## src/sv/assert_macros.svh

```systemverilog
// assertion macros shared by the ja3 string builder rtl
// no dependencies; compiled away when SYNTHESIS is defined
`ifndef ASSERT_MACROS_SVH
`define ASSERT_MACROS_SVH
`ifndef SYNTHESIS
// property must hold at every clock edge outside reset
`define JAS_ASSERT(label, clk, rst, prop) \
   label: assert property (@(posedge clk) disable iff (rst) prop) \
      else $error("jas assertion failed");
// condition must never be true outside reset
`define JAS_NEVER(label, clk, rst, cond) \
   label: assert property (@(posedge clk) disable iff (rst) !(cond)) \
      else $error("jas forbidden condition seen");
`else
`define JAS_ASSERT(label, clk, rst, prop)
`define JAS_NEVER(label, clk, rst, cond)
`endif
`endif

```

## src/sv/jas_pkg.sv

```systemverilog
// shared types and constants of the ja3 string builder
// no dependencies
`default_nettype none

package jas_pkg;

   // section codes
   localparam logic [2:0] SEC_VERSION   = 3'd0;
   localparam logic [2:0] SEC_CIPHER    = 3'd1;
   localparam logic [2:0] SEC_EXTENSION = 3'd2;
   localparam logic [2:0] SEC_GROUP     = 3'd3;
   localparam logic [2:0] SEC_POINT     = 3'd4;

   // ascii codes
   localparam logic [7:0] CHAR_NUL   = 8'h00;
   localparam logic [7:0] CHAR_COMMA = 8'h2c;
   localparam logic [7:0] CHAR_DASH  = 8'h2d;
   localparam logic [7:0] CHAR_ZERO  = 8'h30;

   // grease detection
   localparam logic [15:0] GREASE_MASK    = 16'h0f0f;
   localparam logic [15:0] GREASE_PATTERN = 16'h0a0a;

   // digit positions, most significant first
   localparam logic [2:0] DIGIT_LAST = 3'd4;

   // one unit of work for the back end
   typedef struct packed {
      logic [2:0]  pre_commas;   // commas for sections passed over
      logic        dash;         // separator before the value
      logic        emit;         // write the value in decimal
      logic [15:0] value;
      logic [2:0]  first_digit;  // position of the leading nonzero digit
      logic [2:0]  post_commas;  // closing commas on the last item
      logic        term;         // terminator follows
      logic [15:0] grease;       // first grease cipher, for the terminator
   } cmd_type;

   function automatic logic [13:0] dec_weight(input logic [2:0] idx);
      logic [13:0] w;
      case (idx)
         3'd0:    w = 14'd10000;
         3'd1:    w = 14'd1000;
         3'd2:    w = 14'd100;
         3'd3:    w = 14'd10;
         default: w = 14'd1;
      endcase
      return w;
   endfunction

endpackage

`default_nettype wire

```

## src/sv/jas_front.sv

```systemverilog
// front end: accepts items, tracks sections and grease, builds commands
// depends on jas_pkg
`default_nettype none

module jas_front (
   input  wire logic             clock,
   input  wire logic             reset,
   input  wire logic             req_valid,
   output logic                  req_ready,
   input  wire logic [2:0]       req_func,
   input  wire logic [15:0]      req_value,
   input  wire logic             req_last,
   input  wire logic             q_full,
   output logic                  q_push,
   output jas_pkg::cmd_type      q_cmd
);

   logic [2:0]  cur_ff, cur_in;
   logic        has_ff, has_in;
   logic [15:0] grease_ff, grease_in;

   logic [2:0]  sec_raw, sec, pre;
   logic        has_cur, is_grease, grease_sec, drop, emit, accept;
   logic [15:0] grease_nxt;
   logic [2:0]  first_digit;

   assign req_ready = !q_full;
   assign accept    = req_valid && req_ready;

   always_comb begin
      sec_raw = (req_func < cur_ff) ? cur_ff : req_func;
      sec     = (sec_raw > jas_pkg::SEC_POINT) ? jas_pkg::SEC_POINT : sec_raw;
      pre     = sec - cur_ff;
      has_cur = (pre != 3'd0) ? 1'b0 : has_ff;

      is_grease  = ((req_value & jas_pkg::GREASE_MASK) == jas_pkg::GREASE_PATTERN)
                   && (req_value[7:0] == req_value[15:8]);
      grease_sec = sec inside {jas_pkg::SEC_CIPHER, jas_pkg::SEC_EXTENSION,
                               jas_pkg::SEC_GROUP};
      // version holds a single value
      drop = (grease_sec && is_grease) || ((sec == jas_pkg::SEC_VERSION) && has_cur);
      emit = !drop;

      grease_nxt = ((sec == jas_pkg::SEC_CIPHER) && is_grease && (grease_ff == 16'd0))
                   ? req_value : grease_ff;

      if (req_value >= 16'd10000)     first_digit = 3'd0;
      else if (req_value >= 16'd1000) first_digit = 3'd1;
      else if (req_value >= 16'd100)  first_digit = 3'd2;
      else if (req_value >= 16'd10)   first_digit = 3'd3;
      else                            first_digit = 3'd4;

      q_cmd.pre_commas  = pre;
      q_cmd.dash        = emit && has_cur;
      q_cmd.emit        = emit;
      q_cmd.value       = req_value;
      q_cmd.first_digit = first_digit;
      q_cmd.post_commas = req_last ? (jas_pkg::SEC_POINT - sec) : 3'd0;
      q_cmd.term        = req_last;
      q_cmd.grease      = grease_nxt;

      // items that produce no character never enter the queue
      q_push = accept && ((pre != 3'd0) || emit || req_last);

      cur_in    = cur_ff;
      has_in    = has_ff;
      grease_in = grease_ff;
      if (accept) begin
         if (req_last) begin
            cur_in    = jas_pkg::SEC_VERSION;
            has_in    = 1'b0;
            grease_in = 16'd0;
         end else begin
            cur_in    = sec;
            has_in    = has_cur || emit;
            grease_in = grease_nxt;
         end
      end
   end

   always_ff @(posedge clock) begin
      if (reset) begin
         cur_ff    <= jas_pkg::SEC_VERSION;
         has_ff    <= 1'b0;
         grease_ff <= 16'd0;
      end else begin
         cur_ff    <= cur_in;
         has_ff    <= has_in;
         grease_ff <= grease_in;
      end
   end

endmodule

`default_nettype wire

```

## src/sv/jas_fifo.sv

```systemverilog
// command queue between front and back end
// depends on jas_pkg and assert_macros.svh
`default_nettype none
`include "assert_macros.svh"

module jas_fifo #(
   parameter int unsigned DEPTH = 4
) (
   input  wire logic              clock,
   input  wire logic              reset,
   input  wire logic              push,
   input  wire jas_pkg::cmd_type  push_cmd,
   output logic                   full,
   input  wire logic              pop,
   output jas_pkg::cmd_type       pop_cmd,
   output logic                   empty
);

   localparam int unsigned PtrWidth = (DEPTH > 1) ? $clog2(DEPTH) : 1;
   localparam int unsigned CntWidth = $clog2(DEPTH + 1);
   localparam logic [PtrWidth-1:0] PtrMax   = PtrWidth'(DEPTH - 1);
   localparam logic [CntWidth-1:0] CntDepth = CntWidth'(DEPTH);

   jas_pkg::cmd_type      mem_ff [DEPTH];
   logic [PtrWidth-1:0]   wr_ptr_ff, wr_ptr_in;
   logic [PtrWidth-1:0]   rd_ptr_ff, rd_ptr_in;
   logic [CntWidth-1:0]   count_ff, count_in;

   assign full    = (count_ff == CntDepth);
   assign empty   = (count_ff == '0);
   assign pop_cmd = mem_ff[rd_ptr_ff];

   always_comb begin
      wr_ptr_in = wr_ptr_ff;
      rd_ptr_in = rd_ptr_ff;
      count_in  = count_ff;
      if (push) begin
         wr_ptr_in = (wr_ptr_ff == PtrMax) ? '0 : wr_ptr_ff + 1'b1;
      end
      if (pop) begin
         rd_ptr_in = (rd_ptr_ff == PtrMax) ? '0 : rd_ptr_ff + 1'b1;
      end
      if (push && !pop) begin
         count_in = count_ff + 1'b1;
      end else if (pop && !push) begin
         count_in = count_ff - 1'b1;
      end
   end

   always_ff @(posedge clock) begin
      if (reset) begin
         wr_ptr_ff <= '0;
         rd_ptr_ff <= '0;
         count_ff  <= '0;
      end else begin
         wr_ptr_ff <= wr_ptr_in;
         rd_ptr_ff <= rd_ptr_in;
         count_ff  <= count_in;
      end
   end

   always_ff @(posedge clock) begin
      if (push) begin
         mem_ff[wr_ptr_ff] <= push_cmd;
      end
   end

   `JAS_NEVER(a_no_overflow, clock, reset, push && full)
   `JAS_NEVER(a_no_underflow, clock, reset, pop && empty)
   `JAS_ASSERT(a_count_bound, clock, reset, count_ff <= CntDepth)

endmodule

`default_nettype wire

```

## src/sv/jas_back.sv

```systemverilog
// back end: turns commands into characters, one per cycle unless rsp stalls, into an output register
// depends on jas_pkg and assert_macros.svh
`default_nettype none
`include "assert_macros.svh"

module jas_back (
   input  wire logic              clock,
   input  wire logic              reset,
   input  wire logic              q_empty,
   input  wire jas_pkg::cmd_type  q_cmd,
   output logic                   q_pop,
   output logic                   rsp_valid,
   input  wire logic              rsp_ready,
   output logic [7:0]             rsp_character,
   output logic                   rsp_end_of_string,
   output logic [15:0]            rsp_first_grease
);

   // working copy of the command in progress
   logic [2:0]  pre_ff, pre_in;
   logic        dash_ff, dash_in;
   logic        emit_ff, emit_in;
   logic [15:0] rem_ff, rem_in;
   logic [2:0]  idx_ff, idx_in;
   logic [2:0]  post_ff, post_in;
   logic        term_ff, term_in;
   logic [15:0] grease_ff, grease_in;

   // output register
   logic        rsp_valid_ff, rsp_valid_in;
   logic [7:0]  rsp_char_ff, rsp_char_in;
   logic        rsp_end_ff, rsp_end_in;
   logic [15:0] rsp_grease_ff, rsp_grease_in;

   logic        busy, out_adv, step, busy_after;
   logic [13:0] weight;
   logic [16:0] thr [1:9];
   logic [9:1]  ge;
   logic [3:0]  digit;
   logic [16:0] sub;

   assign rsp_valid         = rsp_valid_ff;
   assign rsp_character     = rsp_char_ff;
   assign rsp_end_of_string = rsp_end_ff;
   assign rsp_first_grease  = rsp_grease_ff;

   always_comb begin
      busy    = (pre_ff != 3'd0) || dash_ff || emit_ff || (post_ff != 3'd0) || term_ff;
      out_adv = !rsp_valid_ff || rsp_ready;
      step    = busy && out_adv;

      // one decimal digit per cycle while the output advances, by compare against the multiples of the weight
      weight = jas_pkg::dec_weight(idx_ff);
      digit  = 4'd0;
      for (int k = 1; k <= 9; k++) begin
         thr[k] = 17'(k) * {3'b000, weight};
         ge[k]  = {1'b0, rem_ff} >= thr[k];
      end
      for (int k = 1; k <= 9; k++) begin
         digit = digit + {3'b000, ge[k]};
      end
      sub = 17'd0;
      for (int k = 1; k <= 9; k++) begin
         if (digit == 4'(k)) begin
            sub = thr[k];
         end
      end

      pre_in        = pre_ff;
      dash_in       = dash_ff;
      emit_in       = emit_ff;
      rem_in        = rem_ff;
      idx_in        = idx_ff;
      post_in       = post_ff;
      term_in       = term_ff;
      grease_in     = grease_ff;
      rsp_char_in   = rsp_char_ff;
      rsp_end_in    = rsp_end_ff;
      rsp_grease_in = rsp_grease_ff;
      rsp_valid_in  = step ? 1'b1 : (out_adv ? 1'b0 : rsp_valid_ff);

      if (step) begin
         rsp_end_in    = 1'b0;
         rsp_grease_in = 16'd0;
         if (pre_ff != 3'd0) begin
            rsp_char_in = jas_pkg::CHAR_COMMA;
            pre_in      = pre_ff - 3'd1;
         end else if (dash_ff) begin
            rsp_char_in = jas_pkg::CHAR_DASH;
            dash_in     = 1'b0;
         end else if (emit_ff) begin
            rsp_char_in = jas_pkg::CHAR_ZERO + {4'b0000, digit};
            rem_in      = rem_ff - sub[15:0];
            if (idx_ff == jas_pkg::DIGIT_LAST) begin
               emit_in = 1'b0;
            end else begin
               idx_in = idx_ff + 3'd1;
            end
         end else if (post_ff != 3'd0) begin
            rsp_char_in = jas_pkg::CHAR_COMMA;
            post_in     = post_ff - 3'd1;
         end else begin
            rsp_char_in   = jas_pkg::CHAR_NUL;
            rsp_end_in    = 1'b1;
            rsp_grease_in = grease_ff;
            term_in       = 1'b0;
         end
      end

      // next command loads as the current one hands out its final character
      busy_after = (pre_in != 3'd0) || dash_in || emit_in || (post_in != 3'd0) || term_in;
      q_pop      = !q_empty && !busy_after;
      if (q_pop) begin
         pre_in    = q_cmd.pre_commas;
         dash_in   = q_cmd.dash;
         emit_in   = q_cmd.emit;
         rem_in    = q_cmd.value;
         idx_in    = q_cmd.first_digit;
         post_in   = q_cmd.post_commas;
         term_in   = q_cmd.term;
         grease_in = q_cmd.grease;
      end
   end

   always_ff @(posedge clock) begin
      if (reset) begin
         pre_ff       <= 3'd0;
         dash_ff      <= 1'b0;
         emit_ff      <= 1'b0;
         post_ff      <= 3'd0;
         term_ff      <= 1'b0;
         rsp_valid_ff <= 1'b0;
      end else begin
         pre_ff       <= pre_in;
         dash_ff      <= dash_in;
         emit_ff      <= emit_in;
         post_ff      <= post_in;
         term_ff      <= term_in;
         rsp_valid_ff <= rsp_valid_in;
      end
   end

   always_ff @(posedge clock) begin
      rem_ff        <= rem_in;
      idx_ff        <= idx_in;
      grease_ff     <= grease_in;
      rsp_char_ff   <= rsp_char_in;
      rsp_end_ff    <= rsp_end_in;
      rsp_grease_ff <= rsp_grease_in;
   end

   `JAS_ASSERT(a_term_is_nul, clock, reset,
      (rsp_valid_ff && rsp_end_ff) |-> (rsp_char_ff == jas_pkg::CHAR_NUL))
   `JAS_ASSERT(a_grease_only_at_end, clock, reset,
      (rsp_valid_ff && !rsp_end_ff) |-> (rsp_grease_ff == 16'd0))
   `JAS_ASSERT(a_no_back_to_back_term, clock, reset,
      (rsp_valid_ff && rsp_end_ff && rsp_ready) |=> !(rsp_valid_ff && rsp_end_ff))

endmodule

`default_nettype wire

```

## src/sv/tls_ja3_string_builder.sv

```systemverilog
// top level of the ja3 client fingerprint string builder
// depends on jas_pkg, jas_front, jas_fifo and jas_back
`default_nettype none

// usage
// - req channel: one clienthello value per transaction, tagged with its section
//   in req_func (version, cipher, extension, group, point format); req_last
//   marks the final value of the clienthello
// - rsp channel: the ja3 text, one ascii character per transaction; the string
//   ends with a nul character flagged by rsp_end_of_string, which also carries
//   the first grease cipher (zero if none)
// - the front end updates section and grease state at accept and hands a
//   command to a small queue; the back end writes it out one character a cycle
//   while rsp is not stalled; the first character of an item passes through
//   the queue, the back end working copy and the output register
// - an item yields 1 to 10 characters; items that yield nothing never enter
//   the queue
// - req_ready drops only when the command queue is full
// - a stall on rsp holds the output register, then fills the queue, then stops
//   accepts; nothing is lost
// - reset clears section state, the queue and the output register at once

module tls_ja3_string_builder #(
   parameter int unsigned QUEUE_DEPTH = 4
) (
   input  wire logic        clock,
   input  wire logic        reset,
   input  wire logic        req_valid,
   output logic             req_ready,
   input  wire logic [2:0]  req_func,
   input  wire logic [15:0] req_value,
   input  wire logic        req_last,
   output logic             rsp_valid,
   input  wire logic        rsp_ready,
   output logic [7:0]       rsp_character,
   output logic             rsp_end_of_string,
   output logic [15:0]      rsp_first_grease
);

   // commands between front and back end
   jas_pkg::cmd_type push_cmd;
   jas_pkg::cmd_type pop_cmd;
   logic             q_push, q_pop, q_full, q_empty;

   // section tracking and grease filtering
   jas_front u_front (
      .clock     (clock),
      .reset     (reset),
      .req_valid (req_valid),
      .req_ready (req_ready),
      .req_func  (req_func),
      .req_value (req_value),
      .req_last  (req_last),
      .q_full    (q_full),
      .q_push    (q_push),
      .q_cmd     (push_cmd)
   );

   // decouples accepts from character output
   jas_fifo #(
      .DEPTH (QUEUE_DEPTH)
   ) u_fifo (
      .clock    (clock),
      .reset    (reset),
      .push     (q_push),
      .push_cmd (push_cmd),
      .full     (q_full),
      .pop      (q_pop),
      .pop_cmd  (pop_cmd),
      .empty    (q_empty)
   );

   // character serializer with registered output
   jas_back u_back (
      .clock             (clock),
      .reset             (reset),
      .q_empty           (q_empty),
      .q_cmd             (pop_cmd),
      .q_pop             (q_pop),
      .rsp_valid         (rsp_valid),
      .rsp_ready         (rsp_ready),
      .rsp_character     (rsp_character),
      .rsp_end_of_string (rsp_end_of_string),
      .rsp_first_grease  (rsp_first_grease)
   );

endmodule

`default_nettype wire

```

## config.mk

```make
export PLATFORM = sky130hd
export DESIGN_NAME = tls_ja3_string_builder
export DESIGN_NICKNAME = d
export VERILOG_FILES = /design/src/sv/jas_pkg.sv /design/src/sv/jas_front.sv /design/src/sv/jas_fifo.sv /design/src/sv/jas_back.sv /design/src/sv/tls_ja3_string_builder.sv
export VERILOG_INCLUDE_DIRS = /design/src /design/src/sv
export SDC_FILE = /design/constraint.sdc
export NUM_CORES = 1
export LEC_CHECK = 0
export ABC_CLOCK_PERIOD_IN_PS = 31900
export BUFFER_PORTS_ARGS = -buffer_cell sky130_fd_sc_hd__buf_4
export CORE_MARGIN = 5
export CORE_UTILIZATION = 54
export CTS_CLUSTER_SIZE = 30
export DETAILED_ROUTE_END_ITERATION = 12
export HOLD_SLACK_MARGIN = 0.1
export PLACE_DENSITY = 0.8
export SLEW_MARGIN = 10
export SYNTH_ARGS = -nofsm -noshare
export SYNTH_HDL_FRONTEND = slang
export SYNTH_SLANG_ARGS = --single-unit
```

## constraint.sdc

```tcl
create_clock -name clock -period 31.9 [get_ports clock]
set_clock_uncertainty 0.2 [all_clocks]
set_input_delay 6.38 -clock clock [delete_from_list [all_inputs] [get_ports clock]]
set_output_delay 6.38 -clock clock [all_outputs]
set_load 0.02 [all_outputs]
```

Yosys cells after proc, flatten, opt, wreduce, memory -nomap -nowiden
Memory sizes are Yosys's and may differ from the RTL's. A register that Yosys moved wholly into a read port is not among the register bits.
Cells that the tools add are included.

operators by class
  muxes and demuxes = 71
  reduce and logical (&&, ||, !) cells = 51
  order comparisons = 15
  add/subtract/negate cells = 19
  equality and inequality tests = 24
  multipliers = 5

operators by type and width
  kind                                                   number
  2-to-1 mux 16 bit                                      14
  >= comparator 16 x 17 -> 1 bit                         5
  2-to-1 mux 3 bit                                       25
  one-hot mux 14 bit (4 select lines)                    1
  multiplier 3 x 14 -> 17 bit, first input constant      2
  >= comparator 16 bit                                   2
  multiplier 2 x 14 -> 16 bit, first input constant      2
  adder 4 x 1 -> 4 bit                                   7
  2-to-1 mux 1 bit                                       23
  nonzero test 3 bit                                     6
  multiplier 4 x 14 -> 17 bit, first input constant      1
  == test 4 x 3 -> 1 bit, second input constant          4
  >= comparator 16 x 10 -> 1 bit, second input constant  1
  >= comparator 16 x 14 -> 1 bit                         1
  >= comparator 16 x 14 -> 1 bit, second input constant  1
  >= comparator 16 x 15 -> 1 bit                         1
  >= comparator 16 x 4 -> 1 bit, second input constant   1
  >= comparator 16 x 7 -> 1 bit, second input constant   1
  zero test 16 bit                                       1
  subtractor 16 bit                                      1
  2-to-1 mux 15 bit                                      1
  2-to-1 mux 14 bit                                      1
  logical OR 1 bit                                       13
  == test 3 x 2 -> 1 bit, second input constant          4
  30 further kinds                                       66

word-level totals
  bits in registers = 97
  memory bits (writable) = 176
  memories kept = 1
  input bits = 24
  logic and storage cells = 205

memories
  name           words  bits a word  read ports  clocked after Yosys merged registers in  wr ports  RTL line        text
  u_fifo.mem_ff  4      44           1           1                                        1         jas_fifo.sv:24  jas_pkg::cmd_type mem_ff [DEPTH];

Longest topological paths before layout
  depth in word-level cells = 27
  mapped depth = 47
  gate-level depth less buffers = 45

Modules after synthesis
Synthesis repeated with hierarchy kept, for this count alone.

second synthesis, totals
  cells, all modules = 1,450
  area total of the unflattened synthesis = 17,111.4 µm²

by module, submodules not included
  module     cells each  area each (µm²)  instances
  jas_back   1,003       8,764.7          1
  jas_fifo   274         6,847.8          1
  jas_front  173         1,498.9          1

Least setup slack after synthesis
Ideal clock, no wire load.

  kind = in2reg
  start = in req_func[1]
  end = mem u_fifo.mem_ff[0][0] (netlist bit), enable pin
  cell stages on the path = 13
  library setup time = 0.406 ns
  path buffers = 0
  path slack = 21.205 ns
  data required time = 31.294 ns
  arrival = 10.090 ns
  cell sequence = ha_1 -> a21oi_1 -> o21bai_1 -> mux2i_1 -> nor2b_1 -> inv_1 -> ha_1 -> fa_1 -> xor2_1 -> nor3_1 -> a32o_1 -> a31oi_1 -> and2_1

RTL lines
  what         RTL line                      text
  from (decl)  tls_ja3_string_builder.sv:30  input wire logic [2:0] req_func,
  to (decl)    jas_fifo.sv:24

Worst setup path after layout
  start = reg u_back.idx_ff[2]
  end = reg u_back.rem_ff[15], data pin

between the ends
  cells in the longest elaborated chain, start to end = 27
  elaborated cells on any way between the ends = 62
  those cells by class = 9 x add/sub; 5 x mul; 9 x order compare; 13 x eq/ne; 20 x mux; 6 x reduce/logical

RTL lines
  what                                                          RTL line                        text
  from (decl)                                                   jas_back.sv:24                  logic [2:0] idx_ff, idx_in;
  from (signal assigned)                                        jas_back.sv:145                 idx_ff <= idx_in;
  == test 3 x 2 -> 1 bit, or another cell as far along          jas_pkg.sv:41                   case (idx)
  one-hot mux 14 bit (4 select lines)                           jas_pkg.sv:41
  multiplier 2 x 14 -> 16 bit, or another cell as far along     jas_back.sv:56                  thr[k] = 17'(k) * {3'b000, weight};
  >= comparator 16 bit or adder 1 x 1 -> 2 bit (tied branches)  jas_back.sv:57, jas_back.sv:60
  adder 4 x 1 -> 4 bit (7 in a row)                             jas_back.sv:60                  digit = digit + {3'b000, ge[k]};
  == test 4 x 1 -> 1 bit                                        jas_back.sv:64                  if (digit == 4'(k)) begin
  2-to-1 mux 14 bit                                             jas_back.sv:64
  2-to-1 mux 15 bit                                             jas_back.sv:64
  2-to-1 mux 16 bit (7 in a row)                                jas_back.sv:64
  subtractor 16 bit                                             jas_back.sv:93                  rem_in = rem_ff - sub[15:0];
  2-to-1 mux 16 bit                                             jas_back.sv:91                  end else if (emit_ff) begin
  2-to-1 mux 16 bit                                             jas_back.sv:88                  end else if (dash_ff) begin
  2-to-1 mux 16 bit                                             jas_back.sv:85                  if (pre_ff != 3'd0) begin
  2-to-1 mux 16 bit                                             jas_back.sv:82                  if (step) begin
  2-to-1 mux 16 bit (*)                                         jas_back.sv:113                 if (q_pop) begin
  named net u_back.rem_in[15]                                   jas_back.sv:23                  logic [15:0] rem_ff, rem_in;
  to (signal assigned)                                          jas_back.sv:144                 rem_ff <= rem_in;
  to (decl)                                                     jas_back.sv:23

Mark *: on every way through the listed nets, which the timed path passes. The rest lies on a longest branch. The select of a mux whose other input is x is not followed.
A chain may end at the register's enable or synchronous reset.

==> flow_summary.yaml <==
place:
  place_area_um2: 17500
  dpl.hpwl_mm: 31.2
  numPortBuffers: 48
  dp.cells: 1852
  gp_congestion: 0.968
cells_and_area:
  post_layout_nonfiller_instances: 1895
  final_cell_mix: "edfxtp_1 (234), ha_1 (183), a21oi_1 (96)"
  fin_nets: 1705
  fin_area_um2: 18300
  antennaDiodeCount: 0
  finish.utilization_pct: 59.8
  area_delta_synth_final_pct: 9.34
  final_common_cell: "edfxtp_1"
  drive_gt1_share_pct: 12.3
route:
  wire_per_inst_um: 22.8
  vias: 11900
  postRouteAntennaNets: 0
  drt_wl_total_mm: 43.2
  route.detailed.drc: 0
  drtPass1Iterations: 6
  drt_iter0_drc: 1075
  vias_per_cell: 6.27
yosys:
  avgSynthCellArea_um2: 11.6
  synth_edf_count: 234
  synth_async_sr_flop_share_pct: 0
  synth-main-ff-cell: "edfxtp_1"
  synth_seq_area_share_pct: 46.7
  syn-cell-area_um2: 16700
  ys_types: 81
  ys_seq_elements: 273
  synth_warnings: 0
  synthCells: 1441
timing:
  finalMaxSlewViolations: 0
  slew_headroom_pct: 22.8
  fin_crit_sh_pct: 39.4
  rsz0062_at_grt: "no"
  max_freq_mhz: 79.6
  fin_setup_tns_ps: 0
  setup_viol: 0
  period_needed_ps: 12570
  worst_pin_slew_ps: 1160
  finalHoldViolCount: 0
clocking:
  cts_tree: "yes"
  hold_buffers: 0
  cts_buffers: 24
  ctsResizeCount: 0
  path_clk_slew_ps: 70
  cts_buffer_depth: 3
  cts_max_level: 1
  cts-root-buf: "clkbuf_16"
  clkLatencyLatePin_ps: 510
  clock-sinks: 273
  post_cts_buffers: 0
setup_path:
  cp_slowest_stage_delay_ps: 600
  critPathArrivalTime_ps: 12600
  crit_path_end_kind: "register"
  cpMostUsedCell: "ha_1"
  path_max_fanout: 13
  r2r_slack_ps: 19330
  start_kind: "register"
  path_class: "register to register"
  cp_slowest_cell: "a31oi_1"
  crit_required_ps: 31930
die:
  die_h_um: 186
  core_area_um2: 30600
  rows: 64
  io_pins: 51
  die_area_um2: 34600
  die_w_um: 186
  start_util_pct: 54.7
grt:
  grt_start_max_net_pins: 61
  antenna_found_initial: 0
  grt_pass1_vias: 11700
  grt_overflow: 0
  grt_pass1_wl_mm: 66.7
  grt_usage_pct: 24.9
min_path:
  hold_path.class: "register to register"
job:
  maxCapViolCount: 0
status:
  status: "finished, final reports clean"
-- flip-flops by register name, indices dropped and copies added (netlist names), 6 cells and up, named ones only --
| name | flops |
|---|---|
| u_back.rem_ff | 16 |
| u_fifo.mem_ff | 176 |
| u_back.rsp_character | 6 |
| u_back.rsp_first_grease | 16 |
| u_front.grease_ff | 16 |
| u_back.grease_ff | 16 |
-- stage by stage --
stage,setup slack [ps],hold WS [ps]
detailed placement,19420,281
CTS,19380,297
floorplan,21200,241
global placement,19760,260
global route,18520,316
finish,19330,298
-- critical path, delay by kind of cell (launching register included) --
kind                     cells  cell delay, ps
flip-flops                   1             520
multiplexers                 1             150
adder cells (fa/ha/maj)     11            4380
XOR/XNOR                     1             130
buffers and inverters        6            1210
AND/OR/NAND/NOR              5            1180
AO/OA/AOI/OAI               19            4530
-- area by class of cell --
class | instances | area, um2
Inverter | 78 | 293
Tap cell | 396 | 495
Sequential cell | 273 | 7810
Fill cell | 2381 | 12300
Clock inverter | 10 | 109
Clock buffer | 33 | 707
Timing Repair Buffer | 67 | 503
Multi-Input combinational cell | 1038 | 8380
-- final timing paths --
check | from | endpoint | depth (start not counted)
worst min-delay path | u_front.grease_ff[5] | u_front.grease_ff[5] | 2
worst max register to register | u_back.idx_ff[2] | u_back.rem_ff[15] | 43
worst min register to register | u_front.grease_ff[5] | u_front.grease_ff[5] | 2
worst max-delay path | u_back.idx_ff[2] | u_back.rem_ff[15] | 43
-- logic make-up after synthesis --
logic type,synth area share (%)
AND/OR/NAND/NOR,11.0
AO/OA/AOI/OAI,13.8
flip-flops,46.7
adder cells (fa/ha/maj),15.6
buffers and inverters,3.39
multiplexers,7.06
XOR/XNOR,2.51
other,0.0449
-- routing by layer --
| layer | global-route usage, % | up-vias | routed length (um) |
|---|---|---|---|
| met5 | 0 | - | 0 |
| met4 | 10.2 | 0 | 1820 |
| met3 | 4.01 | 102 | 2760 |
| met2 | 41.1 | 471 | 21000 |
| met1 | 33.2 | 5757 | 17600 |
| li1 | - | 5547 | - |
-- synth_stat cells, types with 4 or more instances --
library cell | instances | share of area [%]
o31ai_1 | 10 | 0.45
edfxtp_1 | 234 | 42
a211oi_1 | 13 | 0.58
nor2b_1 | 20 | 0.75
nor3_1 | 20 | 0.60
buf_2 | 9 | 0.27
nand2_1 | 95 | 2.1
o311ai_0 | 5 | 0.26
o221ai_1 | 9 | 0.47
mux2_2 | 8 | 0.54
a32oi_1 | 4 | 0.21
a211o_1 | 6 | 0.31
a21o_1 | 36 | 1.6
a21oi_1 | 96 | 2.9
nor4_1 | 9 | 0.34
xnor2_1 | 30 | 1.6
o2111ai_1 | 4 | 0.21
a31oi_1 | 20 | 0.75
ha_1 | 183 | 14
o21a_1 | 10 | 0.45
nand2b_1 | 25 | 0.93
xor2_1 | 18 | 0.94
o211ai_1 | 10 | 0.45
dfxtp_1 | 39 | 4.7
buf_4 | 6 | 0.27
clkbuf_1 | 33 | 0.74
o21ai_0 | 76 | 2.3
fa_1 | 16 | 1.9
or3_1 | 8 | 0.30
nand4_1 | 8 | 0.30
or2_2 | 7 | 0.26
mux4_2 | 44 | 5.9
and2_1 | 10 | 0.37
nor2_1 | 96 | 2.2
o21bai_1 | 6 | 0.27
a22oi_1 | 6 | 0.27
o22ai_1 | 6 | 0.22
a311oi_1 | 4 | 0.21
nand3_1 | 30 | 0.90
mux2i_1 | 10 | 0.60
and3_1 | 22 | 0.82
inv_1 | 74 | 1.7
Power is left out: the tool's default activity adds up to more than one toggle a clock period on the data nets, which glitch-free logic cannot reach.
